`src/rtl/gpr_pkg.sv`:
```
// shared types, constants and layout lookup for the gamepad report decoder
package gpr_pkg;

    localparam int unsigned BYTE_W  = 8;
    localparam int unsigned POS_W   = 4;
    localparam int unsigned NUM_CAP = 7;
    localparam int unsigned SLOT_W  = 3;

    localparam logic [BYTE_W-1:0] PREFIX_BYTE = 8'hA1;
    localparam logic [BYTE_W-1:0] ID_FULL     = 8'h31;
    localparam logic [BYTE_W-1:0] ID_MINIMAL  = 8'h01;

    localparam logic [POS_W-1:0] POS_PREFIX   = 4'd0;
    localparam logic [POS_W-1:0] POS_ID       = 4'd1;
    localparam logic [POS_W-1:0] POS_MAX      = 4'd15;
    // last position index of the shortest accepted packet per layout
    localparam logic [POS_W-1:0] FULL_MIN_POS    = 4'd12;
    localparam logic [POS_W-1:0] MINIMAL_MIN_POS = 4'd8;

    localparam logic [SLOT_W-1:0] SLOT_BTN0 = 3'd4;
    localparam logic [SLOT_W-1:0] SLOT_BTN1 = 3'd5;
    localparam logic [SLOT_W-1:0] SLOT_BTN2 = 3'd6;

    localparam logic [3:0] HAT_MAX     = 4'd7;
    localparam logic [3:0] HAT_NEUTRAL = 4'd8;

    typedef struct packed {
        logic              hit;
        logic [SLOT_W-1:0] idx;
    } t_slot;

    typedef struct packed {
        logic                   emit;
        logic [NUM_CAP-1:0][BYTE_W-1:0] bytes;
    } t_raw_rep;

    function automatic t_slot slot_for(input logic [BYTE_W-1:0] id,
                                       input logic [POS_W-1:0] pos);
        t_slot s;
        s.hit = 1'b0;
        s.idx = '0;
        if (id == ID_FULL) begin
            if (pos >= 4'd3 && pos <= 4'd6) begin
                s.hit = 1'b1;
                s.idx = SLOT_W'(pos - 4'd3);
            end else if (pos >= 4'd10 && pos <= 4'd12) begin
                s.hit = 1'b1;
                s.idx = SLOT_W'(pos - 4'd6);
            end
        end else if (id == ID_MINIMAL) begin
            if (pos >= 4'd2 && pos <= 4'd8) begin
                s.hit = 1'b1;
                s.idx = SLOT_W'(pos - 4'd2);
            end
        end
        return s;
    endfunction

endpackage

```
`src/rtl/gpr_capture.sv`:
```
// packet position tracking, layout check and capture of stick and button bytes
module gpr_capture import gpr_pkg::*; (
    input  logic              i_clk,
    input  logic              i_rst_n,
    input  logic              i_step,
    input  logic [BYTE_W-1:0] i_byte,
    input  logic              i_last,
    output t_raw_rep          o_rep
);

    logic [POS_W-1:0]  r_pos, n_pos;
    logic              r_prefix_ok, n_prefix_ok;
    logic [BYTE_W-1:0] r_layout_id, n_layout_id;
    logic [NUM_CAP-1:0][BYTE_W-1:0] r_bytes, n_bytes;
    t_slot             slot;
    logic              len_ok;

    assign slot = slot_for(r_layout_id, r_pos);

    always_comb begin
        n_pos       = r_pos;
        n_prefix_ok = r_prefix_ok;
        n_layout_id = r_layout_id;
        n_bytes     = r_bytes;
        if (i_step) begin
            if (r_pos == POS_PREFIX) begin
                n_prefix_ok = (i_byte == PREFIX_BYTE);
            end else if (r_pos == POS_ID) begin
                n_layout_id = i_byte;
            end else if (slot.hit) begin
                n_bytes[slot.idx] = i_byte;
            end
            if (i_last) begin
                n_pos       = POS_PREFIX;
                n_prefix_ok = 1'b0;
                n_layout_id = '0;
            end else if (r_pos != POS_MAX) begin
                n_pos = r_pos + 4'd1;
            end
        end
    end

    assign len_ok = ((r_layout_id == ID_FULL) && (r_pos >= FULL_MIN_POS)) ||
                    ((r_layout_id == ID_MINIMAL) && (r_pos >= MINIMAL_MIN_POS));

    // bytes are forwarded so a capture on the final word is seen at once
    assign o_rep.emit  = i_step && i_last && r_prefix_ok && len_ok;
    assign o_rep.bytes = n_bytes;

    always_ff @(posedge i_clk) begin
        if (!i_rst_n) begin
            r_pos       <= POS_PREFIX;
            r_prefix_ok <= 1'b0;
            r_layout_id <= '0;
        end else begin
            r_pos       <= n_pos;
            r_prefix_ok <= n_prefix_ok;
            r_layout_id <= n_layout_id;
        end
    end

    always_ff @(posedge i_clk) begin
        r_bytes <= n_bytes;
    end

endmodule

```
`src/rtl/gpr_format.sv`:
```
// result register with hat and button field decode
module gpr_format import gpr_pkg::*; (
    input  logic              i_clk,
    input  logic              i_rst_n,
    input  logic              i_advance,
    input  t_raw_rep          i_rep,
    output logic              o_valid,
    output logic [7:0]        o_left_stick_x,
    output logic [7:0]        o_left_stick_y,
    output logic [7:0]        o_right_stick_x,
    output logic [7:0]        o_right_stick_y,
    output logic [3:0]        o_hat_direction,
    output logic [3:0]        o_face_buttons,
    output logic [7:0]        o_shoulder_buttons,
    output logic [1:0]        o_system_buttons
);

    logic       r_valid;
    logic [7:0] r_lx, r_ly, r_rx, r_ry, r_shoulder;
    logic [3:0] r_hat, r_face;
    logic [1:0] r_sys;
    logic [3:0] hat_raw;

    assign hat_raw = i_rep.bytes[SLOT_BTN0][3:0];

    always_ff @(posedge i_clk) begin
        if (!i_rst_n) begin
            r_valid <= 1'b0;
        end else if (i_advance) begin
            r_valid <= i_rep.emit;
        end
    end

    always_ff @(posedge i_clk) begin
        if (i_advance && i_rep.emit) begin
            r_lx       <= i_rep.bytes[0];
            r_ly       <= i_rep.bytes[1];
            r_rx       <= i_rep.bytes[2];
            r_ry       <= i_rep.bytes[3];
            r_hat      <= (hat_raw > HAT_MAX) ? HAT_NEUTRAL : hat_raw;
            r_face     <= i_rep.bytes[SLOT_BTN0][7:4];
            r_shoulder <= i_rep.bytes[SLOT_BTN1];
            r_sys      <= i_rep.bytes[SLOT_BTN2][1:0];
        end
    end

    assign o_valid            = r_valid;
    assign o_left_stick_x     = r_lx;
    assign o_left_stick_y     = r_ly;
    assign o_right_stick_x    = r_rx;
    assign o_right_stick_y    = r_ry;
    assign o_hat_direction    = r_hat;
    assign o_face_buttons     = r_face;
    assign o_shoulder_buttons = r_shoulder;
    assign o_system_buttons   = r_sys;

endmodule

```
`src/rtl/gamepad_report_decoder.sv`:
```
// a final word passes through the input register, then its report is held in the result register
// throughput: one packet word per cycle while o_in_stall is low; the result register parts the two sides
// a waiting report stalls the input only once the input register is also full
// reset: synchronous active-low i_rst_n clears position, prefix, layout and valids
// captured bytes are not reset; a report only uses bytes written in its own packet
module gamepad_report_decoder import gpr_pkg::*; (
    input  logic        i_clk,
    input  logic        i_rst_n,
    input  logic        i_in_valid,
    output logic        o_in_stall,
    input  logic [7:0]  i_packet_byte,
    input  logic        i_last_byte,
    output logic        o_out_valid,
    input  logic        i_out_stall,
    output logic [7:0]  o_left_stick_x,
    output logic [7:0]  o_left_stick_y,
    output logic [7:0]  o_right_stick_x,
    output logic [7:0]  o_right_stick_y,
    output logic [3:0]  o_hat_direction,
    output logic [3:0]  o_face_buttons,
    output logic [7:0]  o_shoulder_buttons,
    output logic [1:0]  o_system_buttons
);

    logic              r_s1_valid;
    logic [BYTE_W-1:0] r_s1_byte;
    logic              r_s1_last;
    logic              advance;
    logic              accept;
    t_raw_rep          rep;

    assign advance    = !o_out_valid || !i_out_stall;
    assign o_in_stall = r_s1_valid && !advance;
    assign accept     = i_in_valid && !o_in_stall;

    always_ff @(posedge i_clk) begin
        if (!i_rst_n) begin
            r_s1_valid <= 1'b0;
        end else if (advance || !r_s1_valid) begin
            r_s1_valid <= accept;
        end
    end

    always_ff @(posedge i_clk) begin
        if (accept) begin
            r_s1_byte <= i_packet_byte;
            r_s1_last <= i_last_byte;
        end
    end

    gpr_capture u_capture (
        .i_clk   (i_clk),
        .i_rst_n (i_rst_n),
        .i_step  (r_s1_valid && advance),
        .i_byte  (r_s1_byte),
        .i_last  (r_s1_last),
        .o_rep   (rep)
    );

    gpr_format u_format (
        .i_clk              (i_clk),
        .i_rst_n            (i_rst_n),
        .i_advance          (advance),
        .i_rep              (rep),
        .o_valid            (o_out_valid),
        .o_left_stick_x     (o_left_stick_x),
        .o_left_stick_y     (o_left_stick_y),
        .o_right_stick_x    (o_right_stick_x),
        .o_right_stick_y    (o_right_stick_y),
        .o_hat_direction    (o_hat_direction),
        .o_face_buttons     (o_face_buttons),
        .o_shoulder_buttons (o_shoulder_buttons),
        .o_system_buttons   (o_system_buttons)
    );

    a_stall_needs_word: assert property (@(posedge i_clk) disable iff (!i_rst_n)
        o_in_stall |-> r_s1_valid)
        else $error("input stalled with empty input register");

    a_report_from_last: assert property (@(posedge i_clk) disable iff (!i_rst_n)
        $rose(o_out_valid) |-> $past(r_s1_valid && r_s1_last && advance))
        else $error("report raised without a final word");

    a_hat_range: assert property (@(posedge i_clk) disable iff (!i_rst_n)
        o_out_valid |-> (o_hat_direction <= HAT_NEUTRAL))
        else $error("hat direction out of range");

    a_reset_clears: assert property (@(posedge i_clk)
        !i_rst_n |=> (!o_out_valid && !o_in_stall))
        else $error("valid or stall left set after reset");

endmodule
```
`config.mk`:
```
export PLATFORM = sky130hd
export DESIGN_NAME = gamepad_report_decoder
export DESIGN_NICKNAME = d
export VERILOG_FILES = /design/src/rtl/gpr_pkg.sv /design/src/rtl/gpr_capture.sv /design/src/rtl/gpr_format.sv /design/src/rtl/gamepad_report_decoder.sv
export SDC_FILE = /design/constraint.sdc
export NUM_CORES = 1
export LEC_CHECK = 0
export BUFFER_PORTS_ARGS = -buffer_cell sky130_fd_sc_hd__buf_4
export CAP_MARGIN = 15
export CORE_ASPECT_RATIO = 1.25
export CORE_MARGIN = 1.5
export CORE_UTILIZATION = 51
export DETAILED_ROUTE_END_ITERATION = 7
export HOLD_SLACK_MARGIN = 0.03
export PLACE_DENSITY = 0.72
export SYNTH_ARGS = -nofsm -noshare
export SYNTH_HDL_FRONTEND = slang
export SYNTH_HIERARCHICAL = 1
export SYNTH_SLANG_ARGS = --single-unit
export TNS_END_PERCENT = 50
```
`constraint.sdc`:
```
create_clock -name i_clk -period 2.9 [get_ports i_clk]
set_input_delay 0.145 -clock i_clk [delete_from_list [all_inputs] [get_ports i_clk]]
set_output_delay 0.145 -clock i_clk [all_outputs]
set_load 0.05 [all_outputs]
```
==> flow_metrics.py, run 1 <==
metrics = {
    "outcome": {
        "status": "finished clean",
    },
    "global_route": {
        "grt_antenna_before_repair": 0,
        "grt_pass1_vias": 2823,
        "grt_max_degree": 25,
        "track_usage_pct": 19.9,
        "grt_pass1_wl_um": 14000,
        "gr-total-overflow": 0,
    },
    "die": {
        "num_rows": 38,
        "dieArea_sq_um": 9710,
        "die_w_um": 88.4,
        "die_y_um": 110,
        "io_pins": 65,
        "start_util_pct": 53.2,
        "core-area_sq_um": 8750,
    },
    "power": {
        "power_w": 0.00387,
        "p_leak_nw": 2.51,
        "power_density_nw_per_um2": 639,
        "peakVddDrop_mv": 0.634,
    },
    "timing": {
        "rsz0062_at_grt": "no",
        "final-hold-violation-count": 0,
        "period_needed_ps": 2750,
        "setup_viol": 0,
        "slew_violations": 0,
        "relSlewSlack_pct": 47.1,
        "tns_ps": 0,
        "min_period_over_period_pct": 94.8,
        "max_freq_mhz": 364,
        "tightest_slew_ps": 792,
        "hold_ws_ps": 266,
        "clock_skew_ps": 8.69,
    },
    "drt": {
        "ant_nets": 0,
        "wirelength_um": 8890,
        "vias": 2794,
        "drc": 0,
        "routedWlPerCell_um": 16.4,
        "drtIter0Drc": 122,
        "drtPass1Iterations": 4,
        "via_per_inst": 5.15,
    },
    "layout": {
        "seqCellArea_sq_um": 3070,
        "layout-drive-gt1-share_pct": 40.7,
        "nNetsFinal": 430,
        "fillers": 636,
        "n_antenna_cell": 0,
        "synthToLayoutAreaGrowth_pct": 30.1,
        "instances_no_fill": 543,
        "multi_input_area_sq_um": 1520,
        "final_area_sq_um": 6050,
    },
    "worst_setup_path": {
        "r2r_slack_ps": 150,
        "arrival_ps": 3010,
        "slowest_delay_ps": 390,
        "worst_path_max_delay_cell": "mux2_2",
        "required_ps": 3160,
        "path_class": "register to register",
        "path_cells": "inv_1 -> ha_1 -> or3b_1 -> o22ai_2 -> and2b_1 -> o31ai_2 -> buf_4 -> a2111oi_4 -> mux2_2",
        "cp-start-kind": "register",
        "end_kind": "register",
        "path_max_fanout": 5,
    },
    "synth": {
        "yosysWarnings": 6,
        "avgSynthCellArea_sq_um": 15.1,
        "synthCells": 309,
        "synth_nets": 329,
        "synth_area_sq_um": 4650,
    },
    "clock_tree": {
        "path_clk_slew_ps": 60,
        "clock_tree.root_cell": "clkbuf_8",
        "cts_htree_levels": 4,
        "tritoncts": "built",
        "clockBufferDepth": 2,
        "clkSinkCount": 124,
        "clock_latency_ps": 510,
        "cts_buffers": 17,
    },
    "run": {
        "max-cap-violations": 0,
    },
    "place": {
        "port_buffers": 64,
        "gp_congestion": 0.948,
        "dpl_cell_area_sq_um": 5330,
        "dp_cells": 495,
        "place_hpwl_um": 5840,
    },
    "worst_hold_path": {
        "worstHoldPathType": "input pin to register",
    },
}
[final timing paths]
kind                                                               end  depth (start not counted)                            start
worst min register to register            u_capture/r_bytes[7]$_DFF_P_                          1     u_capture/r_bytes[7]$_DFF_P_
worst min-delay path            u_format/o_system_buttons[0]$_DFFE_PP_                          3                      i_out_stall
worst max-delay path            u_format/o_system_buttons[1]$_DFFE_PP_                          9  u_capture/r_pos[1]$_SDFFE_PN0P_
worst max register to register  u_format/o_system_buttons[1]$_DFFE_PP_                          9  u_capture/r_pos[1]$_SDFFE_PN0P_
[power by group]
part	leakage (nW)	internal (W)	switching (W)	total (W)
Combinational	1.05	0.0000345	0.0000277	0.0000622
Clock	0.269	0.00124	0.000694	0.00194
Sequential	1.19	0.00183	0.0000312	0.00187
Total	2.51	0.00311	0.000753	0.00387
[worst max-delay path, delay by kind of cell, from the launching register on]
| family | cells | cell delay, ps |
|---|---|---|
| AO/OA/AOI/OAI | 3 | 580 |
| AND/OR/NAND/NOR | 2 | 540 |
| multiplexers | 1 | 390 |
| adder cells (fa/ha/maj) | 1 | 370 |
| flip-flops | 1 | 320 |
| buffers and inverters | 2 | 280 |
[what timing repair did]
action	CTS	global route
endpoints found under the setup margin	0	24
hold buffers	13	0
resized for setup	0	1
buffers inserted	0	3
hold endpoints to repair	24	0
[through the flow]
stage          worst slack (ps)  util, %
2_1_floorplan              21.9        -
3_3_place_gp                151     60.9
3_5_place_dp                116     60.9
4_1_cts                    86.9     68.7
5_1_grt                    29.9     69.2
6_report                    152     69.2
[cell usage in the layout, fill, tap and decap left out, types with 3 or more instances in the layout]
master         count
mux2_4             7
o21a_1             3
buf_4             75
dlygate4sd3_1     13
ha_1               7
inv_1              5
nor3_1             7
mux2_2            43
nor2b_1           17
nand2_1           12
clkbuf_1           4
a22oi_1            8
dfxtp_1           65
clkbuf_16         16
o21ai_0            6
clkbuf_8           6
nand3b_1           3
edfxtp_1          59
nor2_1            11
mux2i_1            3
[sequential cells by signal, indices dropped and copies added, names as in the netlist]
signal / flops
u_capture/r_layout_id: 8
r_s1_last: 1
u_capture/r_prefix_ok: 1
r_s1_valid: 1
u_format/o_shoulder_buttons: 8
u_capture/r_bytes: 50
u_format/o_face_buttons: 4
u_format/o_hat_direction: 4
u_format/o_system_buttons: 2
u_format/o_left_stick_x: 8
u_format/o_right_stick_y: 8
u_format/o_valid: 1
u_capture/r_pos: 4
u_format/o_left_stick_y: 8
r_s1_byte: 8
u_format/o_right_stick_x: 8
[metal layers]
metal / share of wire (%) / vias up / wire, um / track usage, %
li1: - / 1342 / - / -
met1: 43 / 1373 / 3790 / 23.5
met2: 52 / 70 / 4640 / 32.9
met3: 4.0 / 9 / 359 / 7.51
met4: 1.2 / 0 / 106 / 7.25
met5: 0 / - / 0 / 0
[area by class of cell]
cell class | instances | area share, %
clock buffers | 26 | 8.23
clock inverters | 6 | 0.971
inverters | 5 | 0.310
multi-input cells | 172 | 25.1
flip-flops and latches | 124 | 50.8
well taps | 120 | 2.48
repair buffers | 90 | 12.1
(Power assumes the default switching activity.)
==> inputs of run 2 (changes only) <==
Settings changed: CORE_UTILIZATION 51 to 45, PLACE_DENSITY 0.72 to 0.64.
==> run 2 against run 1 <==
Largest cell class unchanged; die area is 13% higher; final cell count is 1.1% higher; first-iteration DRC count is 33% lower; core utilization is 8.5 points lower; global-route usage is 2.4 points lower; critical path depth stayed put; register-to-register slack worse by 40 ps.
==> flow_metrics.py, run 2 (synthesis results as in run 1) <==
metrics = {
    "outcome": {
        "status": "finished clean",
    },
    "power": {
        "power.share.switching_pct": 19.8,
        "p_leak_nw": 2.52,
        "peakVddDrop_mv": 0.404,
        "p_switching_w": 0.000812,
        "pwr-share-comb_pct": 1.4,
        "power_density_nw_per_um2": 673,
        "p_int_w": 0.00329,
        "power_w": 0.00411,
        "p_clk_share_pct": 53.1,
        "sequentialPowerShare_pct": 45.5,
    },
    "worst_setup_path": {
        "required_ps": 3050,
        "rr_worst_depth": 9,
        "path_class": "register to register",
        "r2r-end": "u_format/o_system_buttons[0]$_DFFE_PP_",
        "end_kind": "register",
        "cp-start-kind": "register",
        "path_max_fanout": 5,
        "arrival_ps": 2930,
        "r2r_slack_ps": 120,
        "reg2reg_from": "u_capture/r_pos[1]$_SDFFE_PN0P_",
    },
    "clock_tree": {
        "clock_latency_ps": 400,
        "path_clk_slew_ps": 50,
        "cts_buffers": 17,
        "cts_htree_levels": 4,
        "clockBufferDepth": 2,
        "clkSinkCount": 124,
        "tritoncts": "built",
        "clock_tree.root_cell": "clkbuf_16",
    },
    "global_route": {
        "gr-total-overflow": 0,
        "grt_pass1_wl_um": 14000,
        "grt_pass1_vias": 2750,
        "track_usage_pct": 17.4,
        "grt_antenna_before_repair": 0,
        "grt_max_degree": 37,
    },
    "timing": {
        "tightest_slew_ps": 783,
        "clock_skew_ps": 5.72,
        "min_period_over_period_pct": 96.0,
        "relSlewSlack_pct": 47.5,
        "rsz0062_at_grt": "no",
        "setup_viol": 0,
        "max_freq_mhz": 359,
        "final-hold-violation-count": 0,
        "hold_ws_ps": 53.9,
        "slew_violations": 0,
        "period_needed_ps": 2780,
        "tns_ps": 0,
    },
    "place": {
        "dp_cells": 504,
        "place_hpwl_um": 5880,
        "port_buffers": 64,
        "gp_congestion": 0.847,
    },
    "drt": {
        "drtPass1Iterations": 4,
        "wirelength_um": 8880,
        "via_per_inst": 5.04,
        "drtIter0Drc": 82,
        "vias": 2767,
        "drc": 0,
        "ant_nets": 0,
        "routedWlPerCell_um": 16.2,
    },
    "layout": {
        "n_antenna_cell": 0,
        "seqCellArea_sq_um": 3070,
        "multi_input_area_sq_um": 1520,
        "largest_register_ffs": 50,
        "fillers": 801,
        "nNetsFinal": 427,
        "synthToLayoutAreaGrowth_pct": 31.2,
        "layout-drive-gt1-share_pct": 42.1,
        "layout_common_cells": "buf_4, dfxtp_1, edfxtp_1, mux2_2, clkbuf_16",
        "layout_commonest_cell": "buf_4",
        "regMostFlops": "u_capture/r_bytes",
        "instances_no_fill": 549,
    },
    "worst_hold_path": {
        "holdPathEnd": "r_s1_valid$_SDFFE_PN0P_",
        "worstHoldPathType": "input pin to register",
        "whs_path_depth": 2,
        "hp-start": "i_rst_n",
    },
    "die": {
        "core-area_sq_um": 10100,
        "io_pins": 65,
        "die_y_um": 117,
        "start_util_pct": 46.3,
        "num_rows": 41,
        "die_w_um": 93.9,
        "dieArea_sq_um": 11000,
    },
    "run": {
        "max-cap-violations": 0,
    },
}
==> run 2: changes by cell type in the layout (fill, tap and decap cells not counted), moves of 2 or more <==
| cell | delta |
|---|---|
| clkbuf_16 | +2 |
| clkbuf_1 | -4 |
| dlygate4sd3_1 | -3 |
| clkbuf_8 | -5 |
| bufinv_16 | +2 |
| clkinvlp_4 | +2 |
| inv_6 | +2 |
==> run 2: critical path: stages (launching register included) <==
cell	delay [ps]
dfxtp_1	320
inv_1	100
ha_1	370
or3b_1	370
o22ai_2	150
and2b_1	170
o31ai_2	100
buf_4	180
a2111oi_4	370
mux2_2	390
==> run 2: cell type report <==
class | instances | share of cell area (%)
Multi-Input combinational cell | 172 | 24.9
Timing Repair Buffer | 87 | 11.5
Sequential cell | 124 | 50.3
Inverter | 5 | 0.308
Tap cell | 129 | 2.64
Clock inverter | 13 | 2.64
Clock buffer | 19 | 7.61
==> run 2: worst max-delay path by stage <==
stage	start	endpoint	slack, ps	depth (start not counted)
finish	u_capture/r_pos[1]$_SDFFE_PN0P_	u_format/o_system_buttons[0]$_DFFE_PP_	120	9
global route	u_capture/r_pos[1]$_SDFFE_PN0P_	u_format/o_system_buttons[1]$_DFFE_PP_	9	9
global placement	u_capture/r_pos[1]$_SDFFE_PN0P_	u_format/o_right_stick_y[7]$_DFFE_PP_	90	8
CTS	u_capture/r_pos[1]$_SDFFE_PN0P_	u_format/o_right_stick_y[3]$_DFFE_PP_	60	8
floorplan	u_capture/r_pos[1]$_SDFFE_PN0P_	u_format/o_hat_direction[3]$_SDFFCE_PN1P_	20	9
detailed placement	u_capture/r_pos[1]$_SDFFE_PN0P_	u_format/o_right_stick_y[7]$_DFFE_PP_	70	8
==> run 2: power by group through the flow <==
stage               Combinational [W]  Sequential (W)  Clock (W)
global placement            0.0000482         0.00190          0
detailed placement          0.0000487         0.00190          0
global route                0.0000653         0.00187    0.00231
floorplan                   0.0000301         0.00188          0
CTS                         0.0000599         0.00187    0.00223
finish                      0.0000594         0.00187    0.00218
==> run 2: timing repair <==
item,CTS,global route
endpoints found under the hold margin,10,0
hold buffers,10,0
setup endpoints to repair,0,24
setup buffers,0,3
resized for setup,0,1
==> run 2: per-stage QoR <==
stage / setup WS, ps / instance area, sq um / utilization [%]
global route: 9.22 / 6100 / 60.7
floorplan: 21.9 / 4650 / -
CTS: 57.6 / 6060 / 60.3
finish: 116 / 6100 / 60.7
global placement: 91.7 / 5340 / 53.1
detailed placement: 70.8 / 5340 / 53.1
==> run 2: layer usage <==
layer  wire, um  vias to the layer above  global-route usage, %
met5          0                        -                      0
met4        156                        0                   7.46
met3        318                       11                   5.08
li1           -                     1335                      -
met1       3660                     1367                   20.6
met2       4740                       54                   29.7
==> inputs of run 3 (changes only) <==
Settings changed: CORE_UTILIZATION 45 to 39, PLACE_DENSITY 0.64 to 0.57, SYNTH_HIERARCHICAL 1 to default.
==> run 3 against run 2 <==
Routed wire length down 2.1%; sequential power hardly changed; combinational power up 7.9%; critical endpoint is now u_format.o_right_stick_x[7]$_DFFE_PP_; highest routed layer unchanged.
==> flow_metrics.py, run 3 <==
metrics = {
    "timing": {
        "relSlewSlack_pct": 39.2,
        "tightest_slew_ps": 910,
        "slew_violations": 0,
        "tns_ps": 0,
        "setup_viol": 0,
        "max_freq_mhz": 373,
        "final-hold-violation-count": 0,
        "rsz0062_at_grt": "no",
        "min_period_over_period_pct": 92.5,
        "hold_ws_ps": 449,
        "clock_skew_ps": 5.78,
        "period_needed_ps": 2680,
    },
    "die": {
        "num_rows": 43,
        "dieArea_sq_um": 12200,
        "die_y_um": 123,
        "io_pins": 65,
        "die_w_um": 99.2,
        "start_util_pct": 40.3,
        "core-area_sq_um": 11200,
    },
    "synth": {
        "synth_area_leaders": "edfxtp_1, dfxtp_1, mux2_2, ha_1, nor2b_1",
        "seq_area_frac_synth_pct": 68.2,
        "async_flop_share_pct": 0,
        "synth-seq-cells": 124,
        "yosysMostFrequentCell": "dfxtp_1",
        "synth_top_area_share_pct": 39.3,
        "synth.cells.most_frequent": "dfxtp_1, edfxtp_1, mux2_2, nor2b_1, nand2_1",
        "ys.flop_type": "dfxtp_1",
        "synth-edff-count": 59,
        "yosys.cell_types.count": 49,
        "synth_area_sq_um": 4510,
        "synthCells": 304,
        "synth_nets": 324,
        "yosysWarnings": 0,
        "synth_top_area_cell": "edfxtp_1",
        "avgSynthCellArea_sq_um": 14.8,
    },
    "drt": {
        "drc": 0,
        "drtIter0Drc": 88,
        "wirelength_um": 8700,
        "vias": 2717,
        "drtPass1Iterations": 4,
        "ant_nets": 0,
        "routedWlPerCell_um": 15.9,
        "via_per_inst": 4.97,
    },
    "place": {
        "place_hpwl_um": 5630,
        "gp_congestion": 0.844,
        "port_buffers": 64,
    },
    "power": {
        "p_clk_share_pct": 53.1,
        "p_switching_w": 0.000750,
        "peakVddDrop_mv": 0.347,
        "p_leak_nw": 2.52,
        "pwr-share-comb_pct": 1.6,
        "p_int_w": 0.00337,
        "sequentialPowerShare_pct": 45.4,
        "power_density_nw_per_um2": 691,
        "power.share.switching_pct": 18.2,
    },
    "global_route": {
        "grt_pass1_vias": 2695,
        "met1_usage_pct": 17.5,
        "grt_max_degree": 51,
        "grt_antenna_before_repair": 0,
        "top_usage_layer": "met2",
        "grt_util_met3_pct": 5.03,
        "grt_use_met2_pct": 25.8,
        "track_usage_pct": 15.2,
        "gr-total-overflow": 0,
        "grt_pass1_wl_um": 13700,
    },
    "layout": {
        "layout_commonest_cell": "buf_4",
        "layout-drive-gt1-share_pct": 38.6,
        "nNetsFinal": 420,
        "regMostFlops": "u_capture.r_bytes",
        "layout_common_cells": "buf_4, dfxtp_1, edfxtp_1, mux2_2, clkbuf_16",
        "largest_register_ffs": 50,
        "seqCellArea_sq_um": 3070,
        "fillers": 967,
        "multi_input_area_sq_um": 1390,
        "synthToLayoutAreaGrowth_pct": 32.2,
        "n_antenna_cell": 0,
    },
    "run": {
        "max-cap-violations": 0,
    },
    "clock_tree": {
        "path_clk_slew_ps": 50,
        "cts_htree_levels": 4,
        "post_cts_buffers": 0,
        "clock_tree.root_cell": "clkbuf_16",
        "clock_latency_ps": 410,
        "clockBufferDepth": 2,
        "cts_buffers": 17,
        "tritoncts": "built",
        "clkSinkCount": 124,
    },
    "worst_setup_path": {
        "required_ps": 3050,
        "path_max_fanout": 8,
        "end_kind": "register",
        "path_class": "register to register",
        "cp-start-kind": "register",
        "arrival_ps": 2840,
    },
    "worst_hold_path": {
        "worstHoldPathType": "input pin to register",
    },
    "outcome": {
        "status": "finished clean",
    },
}
## run 3: metal layers
metal | routed length, um | up-vias
met3 | 316 | 17
met5 | 0 | -
li1 | - | 1313
met1 | 3710 | 1331
met2 | 4500 | 56
met4 | 170 | 0
## run 3: repair_timing
item	CTS	global route
endpoints found under the hold margin	12	0
setup endpoints to repair	0	3
gates resized for setup	0	1
hold buffers	12	0
## run 3: worst max-delay path: stages (launching register included)
cell and delay, ps:
dfxtp_1 320, inv_1 80, ha_1 180, nor2b_1 150, o311ai_2 320, a2bb2oi_1 270, o221a_2 270, nor3b_4 430
mux2_2 400
## run 3: through the flow
stage / instances / utilization, % / setup slack (ps) / power [W] / area [sq um]
6_report: 547 / 53.2 / 217 / 0.00412 / 5960
5_1_grt: 547 / 53.2 / 60.9 / 0.00423 / 5960
4_1_cts: 547 / 53.2 / 205 / 0.00415 / 5950
3_5_place_dp: 504 / 46.6 / 226 / 0.00196 / 5210
3_3_place_gp: 504 / 46.6 / 259 / 0.00196 / 5210
2_1_floorplan: 304 / - / 131 / 0.00191 / 4520
## run 3: path summary, 6_finish.rpt
check,startpoint,slack [ps],end,depth (start not counted)
worst min register to register,u_capture.r_bytes[48]$_DFF_P_,460,u_capture.r_bytes[48]$_DFF_P_,1
worst min-delay path,i_packet_byte[1],450,r_s1_byte[1]$_DFFE_PP_,2
worst max-delay path,u_capture.r_pos[2]$_SDFFE_PN0P_,220,u_format.o_right_stick_x[7]$_DFFE_PP_,8
worst max register to register,u_capture.r_pos[2]$_SDFFE_PN0P_,220,u_format.o_right_stick_x[7]$_DFFE_PP_,8
## run 3: power by group through the flow
stage	clock network [W]	logic, W	registers [W]
3_3_place_gp	0	0.0000500	0.00191
6_report	0.00219	0.0000641	0.00187
3_5_place_dp	0	0.0000509	0.00191
4_1_cts	0.00222	0.0000641	0.00187
5_1_grt	0.00229	0.0000711	0.00187
2_1_floorplan	0	0.0000342	0.00188
## run 3: cells by family after synthesis
kind of cell / synth area share (%)
AOI/OAI and AO/OA: 5.55
xor gates and xnor gates: 0.194
adders and majority gates: 1.94
buffers and inverters: 1.36
DFF: 68.2
muxes: 13.4
and+or+nand+nor: 9.38
## run 3: cell type report
type	count	area share (%)
Timing Repair Buffer	85	11.4
Clock inverter	7	2.31
Tap cell	135	2.83
Multi-Input combinational cell	165	23.3
Inverter	7	0.441
Clock buffer	24	8.08
Sequential cell	124	51.6
